==> config.mk <==
export PLATFORM = sky130hd
export DESIGN_NAME = fcs_char_step
export DESIGN_NICKNAME = d
export VERILOG_FILES = /design/src/rtl/core/fcs_pkg.sv /design/src/rtl/core/fcs_char_step.sv
export SDC_FILE = /design/constraint.sdc
export NUM_CORES = 1
export LEC_CHECK = 0
export BUFFER_PORTS_ARGS = -buffer_cell sky130_fd_sc_hd__buf_2
export CAP_MARGIN = 20
export CORE_ASPECT_RATIO = 1.75
export CORE_UTILIZATION = 30
export DETAILED_ROUTE_END_ITERATION = 12
export GPL_TIMING_DRIVEN = 0
export SLEW_MARGIN = 20
export SYNTH_ARGS = -nofsm -noshare
export SYNTH_HDL_FRONTEND = slang
export SYNTH_SLANG_ARGS = --single-unit
==> constraint.sdc <==
create_clock -name vclk -period 16.7
set_input_delay 1.67 -clock vclk [all_inputs]
set_output_delay 1.67 -clock vclk [all_outputs]
set_load 0.02 [all_outputs]
==> src/rtl/core/fcs_pkg.sv <==
package fcs_pkg;

  localparam int unsigned DepthLimit   = 8;
  localparam int unsigned TableEntries = 1024;
  localparam int unsigned TableAw      = 10;
  localparam logic [63:0] FnvPrime     = 64'h0000_0100_0000_01B3;

  // Input item kinds.
  localparam logic [1:0] ModeLoad  = 2'd0;
  localparam logic [1:0] ModeStart = 2'd1;
  localparam logic [1:0] ModeNext  = 2'd2;
  localparam logic [1:0] ModeSpare = 2'd3;

  // Configuration register indices.
  localparam logic [1:0] RegCharset = 2'd0;
  localparam logic [1:0] RegDepth   = 2'd1;
  localparam logic [1:0] RegStart   = 2'd2;

  typedef struct packed {
    logic [1:0]  mode;
    logic [63:0] target_hash;
    logic [15:0] target_tag;
    logic [63:0] prefix_hash;
    logic [7:0]  prefix_id;
  } item_t;

  typedef struct packed {
    logic [63:0] candidate_hash;
    logic [47:0] candidate_chars;
    logic [3:0]  candidate_length;
    logic [7:0]  run_prefix;
    logic        matched;
    logic [15:0] match_tag;
    logic        last;
  } result_t;

  typedef struct packed {
    logic        valid;
    logic [63:0] key;
    logic [15:0] tag;
  } entry_t;

  // Number of characters in each built-in alphabet; unknown selections are empty.
  function automatic logic [6:0] alpha_len(input logic [3:0] sel);
    logic [6:0] n;
    begin
      case (sel)
        4'd0:    n = 7'd26;
        4'd1:    n = 7'd26;
        4'd2:    n = 7'd10;
        4'd3:    n = 7'd52;
        4'd4:    n = 7'd62;
        4'd5:    n = 7'd53;
        4'd6:    n = 7'd63;
        4'd7:    n = 7'd37;
        4'd8:    n = 7'd27;
        4'd9:    n = 7'd20;
        default: n = 7'd0;
      endcase
      return n;
    end
  endfunction

  // The ten letters of the frequency alphabet, upper case.
  function automatic logic [7:0] freq_letter(input logic [3:0] k);
    logic [7:0] c;
    begin
      case (k)
        4'd0:    c = 8'h53;
        4'd1:    c = 8'h52;
        4'd2:    c = 8'h45;
        4'd3:    c = 8'h41;
        4'd4:    c = 8'h49;
        4'd5:    c = 8'h54;
        4'd6:    c = 8'h4F;
        4'd7:    c = 8'h4E;
        4'd8:    c = 8'h4C;
        default: c = 8'h44;
      endcase
      return c;
    end
  endfunction

  // ASCII code of the character at a position of the selected alphabet.
  function automatic logic [7:0] alpha_char(input logic [3:0] sel, input logic [5:0] pos);
    logic [7:0] p;
    logic [7:0] c;
    begin
      p = {2'b00, pos};
      case (sel)
        4'd0: c = 8'h41 + p;
        4'd1: c = 8'h61 + p;
        4'd2: c = 8'h30 + p;
        4'd3: c = (p < 8'd26) ? 8'h41 + p : 8'h61 + p - 8'd26;
        4'd4: c = (p < 8'd26) ? 8'h41 + p : (p < 8'd52) ? 8'h61 + p - 8'd26 : 8'h30 + p - 8'd52;
        4'd5: c = (p < 8'd26) ? 8'h41 + p : (p < 8'd52) ? 8'h61 + p - 8'd26 : 8'h5F;
        4'd6: c = (p < 8'd26) ? 8'h41 + p : (p < 8'd52) ? 8'h61 + p - 8'd26 :
                  (p < 8'd62) ? 8'h30 + p - 8'd52 : 8'h5F;
        4'd7: c = (p < 8'd26) ? 8'h61 + p : (p < 8'd36) ? 8'h30 + p - 8'd26 : 8'h5F;
        4'd8: c = (p < 8'd26) ? 8'h41 + p : 8'h5F;
        4'd9: c = (p < 8'd10) ? freq_letter(pos[3:0]) :
                  freq_letter(4'(pos - 6'd10)) + 8'h20;
        default: c = 8'h00;
      endcase
      return c;
    end
  endfunction

endpackage

==> src/rtl/core/fcs_char_step.sv <==
// One FNV-1a character step. The prime is 2^40 + 0x1B3, so the product
// modulo 2^64 is a shift plus a narrow 64 by 9 bit multiplication.
module fcs_char_step (
  input  logic [63:0] hash_in,
  input  logic [3:0]  charset,
  input  logic [5:0]  pos,
  output logic [63:0] hash_out
);

  logic [63:0] mixed;
  logic [63:0] low_part;

  assign mixed    = hash_in ^ {56'd0, fcs_pkg::alpha_char(charset, pos)};
  assign low_part = mixed * 64'(fcs_pkg::FnvPrime[8:0]);
  assign hash_out = {mixed[23:0], 40'd0} + low_part;

endmodule

==> summary.md, run 1 <==
| Metric | Value |
|---|---|
| Worst slew margin | `46.6%` |
| DR vias | `roughly 11,000` |
| Max Fanout on Critical Path | `10` |
| Final Critical Period | `approximately 13 ns` |
| Syn Area/Cell | `between 8 and 9 um^2` |
| GP Congestion | `around 0.95` |
| Top-area cell type share of the netlist area | `a little under two fifths` |
| Core ar. | `roughly 42,000 um^2` |
| Required time worst endpoint | `around 15 ns` |
| Cell mode on critical path | `ha_1` |
| Slowest stage delay, CP | `0.59 ns` |
| Critical Path Start Type | `primary input` |
| Setup Crit Path Kind | `primary input to primary output` |
| Die height | `roughly 280 um` |
| Sequential cell area | `0 um^2` |
| Count leader, synth | `inv_1` |
| TritonRoute pass-1 iters | `5` |
| Hold-fix buffers, CTS | `0` |
| Commonest cells post-synth | `inv_1 (365), fa_1 (238), ha_1 (199)` |
| Worst slew pin tran | `between 0.7 and 0.8 ns` |
| Antenna cells | `0` |
| Worst setup EP type | `primary output` |
| Net count, final | `roughly 2,100` |
| Antenna violations before repair | `1` |
| Initial DRC count | `around 390` |
| Layout cells sized above 1 | `under 10%` |
| Top delay family on crit path | `compound AO/OA/AOI/OAI gates` |
| Fin crit share | `76.2%` |
| Routed WL | `between 30 and 40 mm` |
| Site Rows | `99` |
| Initial Util | `a little under a third` |
| Clock buf count | `0` |
| Sequential share of the synthesized area | `0%` |
| Largest net degree at the start of global routing | `11` |
| Netlist cell types | `just over 70` |
| Worst min-delay path class | `primary input to primary output` |
| Setup WS pre-CTS | `4.12 ns` |
| PortBufs | `approximately 140` |
| RSZ-0062 raised after global routing | `false` |
| Area contributors post-synth | `fa_1 (37%), ha_1 (19%), inv_1 (11%)` |
| Synth Net Count | `approximately 2,000` |
| Area of placed instances | `around 14,000 um^2` |
| Crit path max-delay cell type | `xor2_1` |
| Ys Warns | `0` |
| Leading area contributor after synthesis | `fa_1` |
| Mapped cell area | `12,800 um^2` |
| All-layer global routing usage | `between 10% and 20%` |
| First-pass GRT wire length | `61.1 mm` |
| Setup TNS | `0 ns` |
| Final Cell Area | `~14,000 um^2` |
| DRC | `0` |
| Routed len/inst | `17.6 um` |
| Vias in the first global route | `11,700` |
| Cts repair resizes | `0` |
| Area growth syn-to-layout | `10.7%` |
| Setup ws final | `~4 ns` |
| Status | `complete, no violations` |
| Seq cells | `0` |
| Max Slew Vio Count | `0` |
| Hpwl dp | `35.6 mm` |
| Max Freq | `0.0786 GHz` |
| Final hold violation count | `0` |
| Max cap viols | `0` |
| Vias per cell | `4.94` |
| Final ANT Viol Nets | `0` |
| WP data arrival | `11.06 ns` |
| Final setup vio count | `0` |
| Congestion Overflow GR | `0` |
| Die width | `~160 um` |
| Post-CTS Setup Inserts | `0` |
| # IOs | `roughly 140` |
| Cell count after synthesis | `1,487` |
| Die ar. | `between 40,000 and 50,000 um^2` |
| Buf/Inv on CP | `10` |
worst min-delay path, delay by kind of cell:
| kind | cells | cell delay (ns) |
|---|---|---|
| XOR/XNOR | 1 | 0.23 |
| buffers and inverters | 2 | 0.30 |
stage by stage:
| step | hold slack, ns | utilization [%] | cells |
|---|---|---|---|
| detailed placement | 3.89 | 33.8 | 2178 |
| global placement | 3.89 | 33.8 | 2178 |
| CTS | 3.89 | 33.8 | 2178 |
| global route | 3.88 | 33.8 | 2178 |
| floorplan | 3.52 | - | 1487 |
| finish | 3.88 | 33.8 | 2178 |
routing by layer:
layer	GRT usage (%)	wire length [um]
met1	19.1	13300
met2	36.3	21600
met3	2.38	1930
met4	5.64	1470
met5	0	12
final timing paths:
kind / end / slack, ns / startpoint / cells after the start
max: hash_out[60] / 3.97 / pos[2] / 35
min: hash_out[0] / 3.88 / hash_in[0] / 3
cells in the final DEF (no fill, tap or decap), drive strengths merged, types with 3 or more instances in the layout:
master and instances:
a21o 34, ha 199, xor2 43, o221ai 4, a211o 3, clkbuf 30
nor2 64, xnor2 57, clkinv 3, nand2b 13, nand3 22, mux2i 3
a22oi 4, buf 148, o31ai 6, o21bai 7, a21boi 5, nor4b 3
and2 3, o211ai 6, or3 5, o21a 8, fa 238, nor3 19
a211oi 17, a31oi 10, a221oi 5, o41ai 4, o21ai 69, a21oi 98
nand2 62, nor2b 6, nor4 3, o2bb2ai 4, inv 366, and3 5
nand4 13
cell families after synthesis:
kind of cell | after synthesis | synth area share (%)
AO/OA/AOI/OAI | 304 | 15.2
XOR/XNOR | 100 | 6.85
adder cells (fa/ha/maj) | 439 | 56.9
buffers and inverters | 411 | 12.2
multiplexers | 4 | 0.323
AND/OR/NAND/NOR | 229 | 8.58
final cells by class:
type / count / area, um^2
plain buffers: 42 / 179
well taps: 555 / 694
inverters: 369 / 1390
fillers: 4537 / 27700
repair buffers: 136 / 681
multi-input cells: 1076 / 11200
Power of run 1 is left out: the tool's default activity adds up to more than one toggle a clock period on the data nets, which glitch-free logic cannot reach.
==> inputs of run 2 (changes only) <==
==> constraint.sdc (replaced) <==
create_clock -name vclk -period 12.2
set_input_delay 1.22 -clock vclk [all_inputs]
set_output_delay 1.22 -clock vclk [all_outputs]
set_load 0.02 [all_outputs]
==> summary.md, run 2 (synthesis gave the netlist of run 1 again) <==
| Metric | Value |
|---|---|
| Core ar. | `roughly 42,000 um^2` |
| Last element of the critical path | `hash_out[60]` |
| Initial DRC count | `between 400 and 500` |
| PortBufs | `about 140` |
| Worst min-delay path class | `primary input to primary output` |
| Seq cells | `0` |
| Largest net degree at the start of global routing | `11` |
| Hpwl dp | `about 36 mm` |
| # fillers | `~4,500` |
| Worst slew margin | `a little under half` |
| Setup Crit Path Kind | `primary input to primary output` |
| GP Congestion | `0.954` |
| Crit path max-delay cell type | `a221oi_2` |
| Final Critical Period | `about 12 ns` |
| First-pass GRT wire length | `approximately 60 mm` |
| Max cap viols | `0` |
| Crit. Startpoint | `pos[1]` |
| TritonRoute pass-1 iters | `5` |
| Hold-fix buffers, CTS | `0` |
| RSZ-0062 raised after global routing | `false` |
| Cell mode on critical path | `ha_1` |
| Max Freq | `0.0865 GHz` |
| Post-CTS Setup Inserts | `0` |
| Routed WL | `around 38 mm` |
| Max Fanout on Critical Path | `10` |
| Clock buf count | `0` |
| Initial Util | `30.6%` |
| Required time worst endpoint | `~11 ns` |
| Setup TNS | `0 ns` |
| Multi-input combinational cell area | `11,200 um^2` |
| Die height | `roughly 280 um` |
| Slowest stage delay, CP | `0.58 ns` |
| Leading cell type in the layout, fill and taps excluded | `inv_1` |
| WP data arrival | `10.34 ns` |
| Status | `complete, no violations` |
| Net count, final | `approximately 2,100` |
| Sequential cell area | `0 um^2` |
| Area growth syn-to-layout | `10.8%` |
| Final ANT Viol Nets | `0` |
| Antenna violations before repair | `1` |
| # IOs | `around 140` |
| Congestion Overflow GR | `0` |
| Routed len/inst | `~18 um` |
| Final setup vio count | `0` |
| Vias per cell | `between 4 and 5` |
| All-layer global routing usage | `roughly 18%` |
| DRC | `0` |
| Most frequent cells in the layout | `inv_1 (365), fa_1 (238), ha_1 (199)` |
| Worst setup EP type | `primary output` |
| Worst hold slack | `just under 3 ns` |
| Die width | `about 160 um` |
| Final hold violation count | `0` |
| Critical Path Start Type | `primary input` |
| Vias in the first global route | `around 12,000` |
| Antenna cells | `0` |
| Die ar. | `~44,000 um^2` |
| Worst slew pin tran | `0.800 ns` |
| Fin crit share | `approximately 95%` |
| Site Rows | `99` |
| Layout cells sized above 1 | `under 10%` |
| Max Slew Vio Count | `0` |
| DR vias | `roughly 11,000` |
## run 2: cell count changes in the layout (fill, tap and decap cells not counted)
cell / change
clkbuf_1: -1
clkbuf_2: +1
xor2_2: +1
o41ai_2: +1
o41ai_1: -1
buf_1: -1
xor2_1: -1
## run 2: repair_timing
action / 4_1_cts / 5_1_grt
resized for setup: 0 / 3
endpoints found under the hold margin: 0 / 0
endpoints found under the setup margin: 0 / 10
## run 2: worst min-delay path by stage
stage | to | from | cells past startpoint
after floorplan | hash_out[0] | hash_in[0] | 1
after global placement | hash_out[0] | hash_in[0] | 3
after detailed placement | hash_out[0] | hash_in[0] | 3
after CTS | hash_out[0] | hash_in[0] | 3
after global routing | hash_out[0] | hash_in[0] | 3
final | hash_out[0] | hash_in[0] | 3
## run 2: cell type report
class | count | share of cell area [%]
buffer | 41 | 1.24
inverter | 369 | 9.77
multi-input combinational | 1076 | 79.3
tap | 555 | 4.90
timing repair buffer | 136 | 4.80
## run 2: critical path: cells and delay by family
family                   cells  cell delay (ns)
buffers and inverters        8             1.48
AND/OR/NAND/NOR              2             0.55
adder cells (fa/ha/maj)      9             3.40
XOR/XNOR                     3             0.75
AO/OA/AOI/OAI               12             2.94
## run 2: routing by layer
metal  GRT usage, %  part of all wire [%]  up-vias  routed length (um)
li1               -                     -     5067                   -
met1           19.1                    35     5294               13300
met2           36.3                    56      312               21600
met3           2.38                   5.3       81                2020
met4           5.64                   3.8        2                1460
met5              0                 0.031        -                  12
## run 2: per-stage QoR
step | utilization [%] | setup slack (ns) | area, um^2 | cells
after floorplan | - | 2.50 | 12800 | 1487
after global placement | 33.8 | 0.522 | 14200 | 2178
after detailed placement | 33.8 | 0.522 | 14200 | 2178
after CTS | 33.8 | 0.486 | 14200 | 2178
after global routing | 33.9 | 0.113 | 14200 | 2177
final | 33.9 | 0.637 | 14200 | 2177
Power of run 2 is left out for the same reason.
==> inputs of run 3 (changes only) <==
--- a/config.mk
+++ b/config.mk
@@ -8,9 +8,10 @@
 export BUFFER_PORTS_ARGS = -buffer_cell sky130_fd_sc_hd__buf_2
 export CAP_MARGIN = 20
 export CORE_ASPECT_RATIO = 1.75
-export CORE_UTILIZATION = 30
+export CORE_UTILIZATION = 55
 export DETAILED_ROUTE_END_ITERATION = 12
 export GPL_TIMING_DRIVEN = 0
+export PLACE_DENSITY = 0.75
 export SLEW_MARGIN = 20
 export SYNTH_ARGS = -nofsm -noshare
 export SYNTH_HDL_FRONTEND = slang
==> summary.md, run 3 (synthesis gave the netlist of run 1 again) <==
| Metric | Value |
|---|---|
| Status | `complete, no violations` |
| Final Critical Period | `around 12 ns` |
| Largest net degree at the start of global routing | `11` |
| Congestion Overflow GR | `0` |
| All-layer global routing usage | `30.1%` |
| Final hold violation count | `0` |
| Die width | `~120 um` |
| Leading cell type in the layout, fill and taps excluded | `inv_1` |
| Routed WL | `approximately 35 mm` |
| Initial DRC count | `between 400 and 500` |
| # IOs | `about 140` |
| Buf/Inv on CP | `7` |
| Seq cells | `0` |
| PortBufs | `about 140` |
| Clock buf count | `0` |
| Die ar. | `~24,000 um^2` |
| Worst slew margin | `between 40 and 50%` |
| Final setup vio count | `0` |
| # fillers | `approximately 2,000` |
| Setup Crit Path Kind | `primary input to primary output` |
| RSZ-0062 raised after global routing | `false` |
| Required time worst endpoint | `10.98 ns` |
| First-pass GRT wire length | `between 50 and 60 mm` |
| Site Rows | `73` |
| Most frequent cells in the layout | `inv_1 (365), fa_1 (238), ha_1 (199)` |
| Worst slew pin tran | `roughly 0.81 ns` |
| Hpwl dp | `around 32 mm` |
| Sequential cell area | `0 um^2` |
| Cell mode on critical path | `ha_1` |
| Last element of the critical path | `hash_out[63]` |
| Top delay family on crit path | `adder cells` |
| GP Congestion | `a little over 1` |
| Routed len/inst | `18.2 um` |
| Max Fanout on Critical Path | `10` |
| Worst min-delay path class | `primary input to primary output` |
| WP data arrival | `10.57 ns` |
| Worst setup EP type | `primary output` |
| Hold-fix buffers, CTS | `0` |
| Core ar. | `22,700 um^2` |
| Post-CTS Setup Inserts | `0` |
| Initial Util | `between 50% and 60%` |
| Die height | `roughly 200 um` |
| Final ANT Viol Nets | `0` |
| Crit path max-delay cell type | `a311oi_1` |
| Max Slew Vio Count | `0` |
| Layout cells sized above 1 | `between 9 and 10%` |
| TritonRoute pass-1 iters | `5` |
| Setup TNS | `0 ns` |
| Vias per cell | `around 5.6` |
| Max cap viols | `0` |
| DR vias | `about 11,000` |
| Crit. Startpoint | `pos[2]` |
| Critical Path Start Type | `primary input` |
| CP Depth | `35` |
| Hold Crit Depth | `3` |
| Antenna violations before repair | `4` |
| DRC | `0` |
| Fin crit share | `96.6%` |
| Net count, final | `approximately 2,100` |
| Vias in the first global route | `between 10,000 and 15,000` |
| Max Freq | `between 0.08 and 0.09 GHz` |
| Area growth syn-to-layout | `8.33%` |
| Slowest stage delay, CP | `between 0.5 and 0.6 ns` |
| Multi-input combinational cell area | `approximately 11,000 um^2` |
## run 3: cell count changes in the layout (fill, tap and decap cells not counted)
cell	change
buf_1	+1
clkbuf_1	+1
clkbuf_2	-1
diode_2	+1
xor2_1	+1
xor2_2	-1
## run 3: layer usage
| layer | up-vias | share of wire, % | track usage, % |
|---|---|---|---|
| met1 | 5252 | 33 | 30.2 |
| li1 | 5076 | - | - |
| met5 | - | 0.083 | 0 |
| met4 | 6 | 6.3 | 15.1 |
| met3 | 137 | 4.5 | 2.76 |
| met2 | 380 | 56 | 59.2 |
## run 3: worst min-delay path by stage
stage,start,endpoint
3_3_place_gp,hash_in[0],hash_out[0]
6_report,hash_in[0],hash_out[0]
2_1_floorplan,hash_in[0],hash_out[0]
3_5_place_dp,hash_in[0],hash_out[0]
5_1_grt,hash_in[0],hash_out[0]
4_1_cts,hash_in[0],hash_out[0]
## run 3: per-stage QoR
stage | worst slack [ns] | std cells | hold WS (ns) | util [%] | cell area (um^2)
after floorplan | 2.50 | 1487 | 2.62 | - | 12800
after global placement | 0.606 | 1923 | 2.95 | 60.9 | 13900
after detailed placement | 0.577 | 1923 | 2.94 | 60.9 | 13900
after CTS | 0.542 | 1923 | 2.95 | 60.9 | 13900
after global routing | 0.0103 | 1924 | 2.95 | 60.9 | 13900
final | 0.412 | 1924 | 2.99 | 60.9 | 13900
## run 3: area by class of cell
cell class	instances	share of cell area, %
multi-input combinational	1076	81.1
inverter	369	9.99
timing repair buffer	136	4.91
tap	300	2.71
buffer	42	1.29
antenna	1	0.0181
## run 3: timing repair
item                                    4_1_cts  5_1_grt
hold endpoints to repair                      0        0
endpoints found under the setup margin        0        1
resized for setup                             0        1
## run 3: worst min-delay path, cell delays in order
cell and delay (ns):
buf_2 0.09, xor2_1 0.24, buf_2 0.22
Power of run 3 is left out for the same reason.
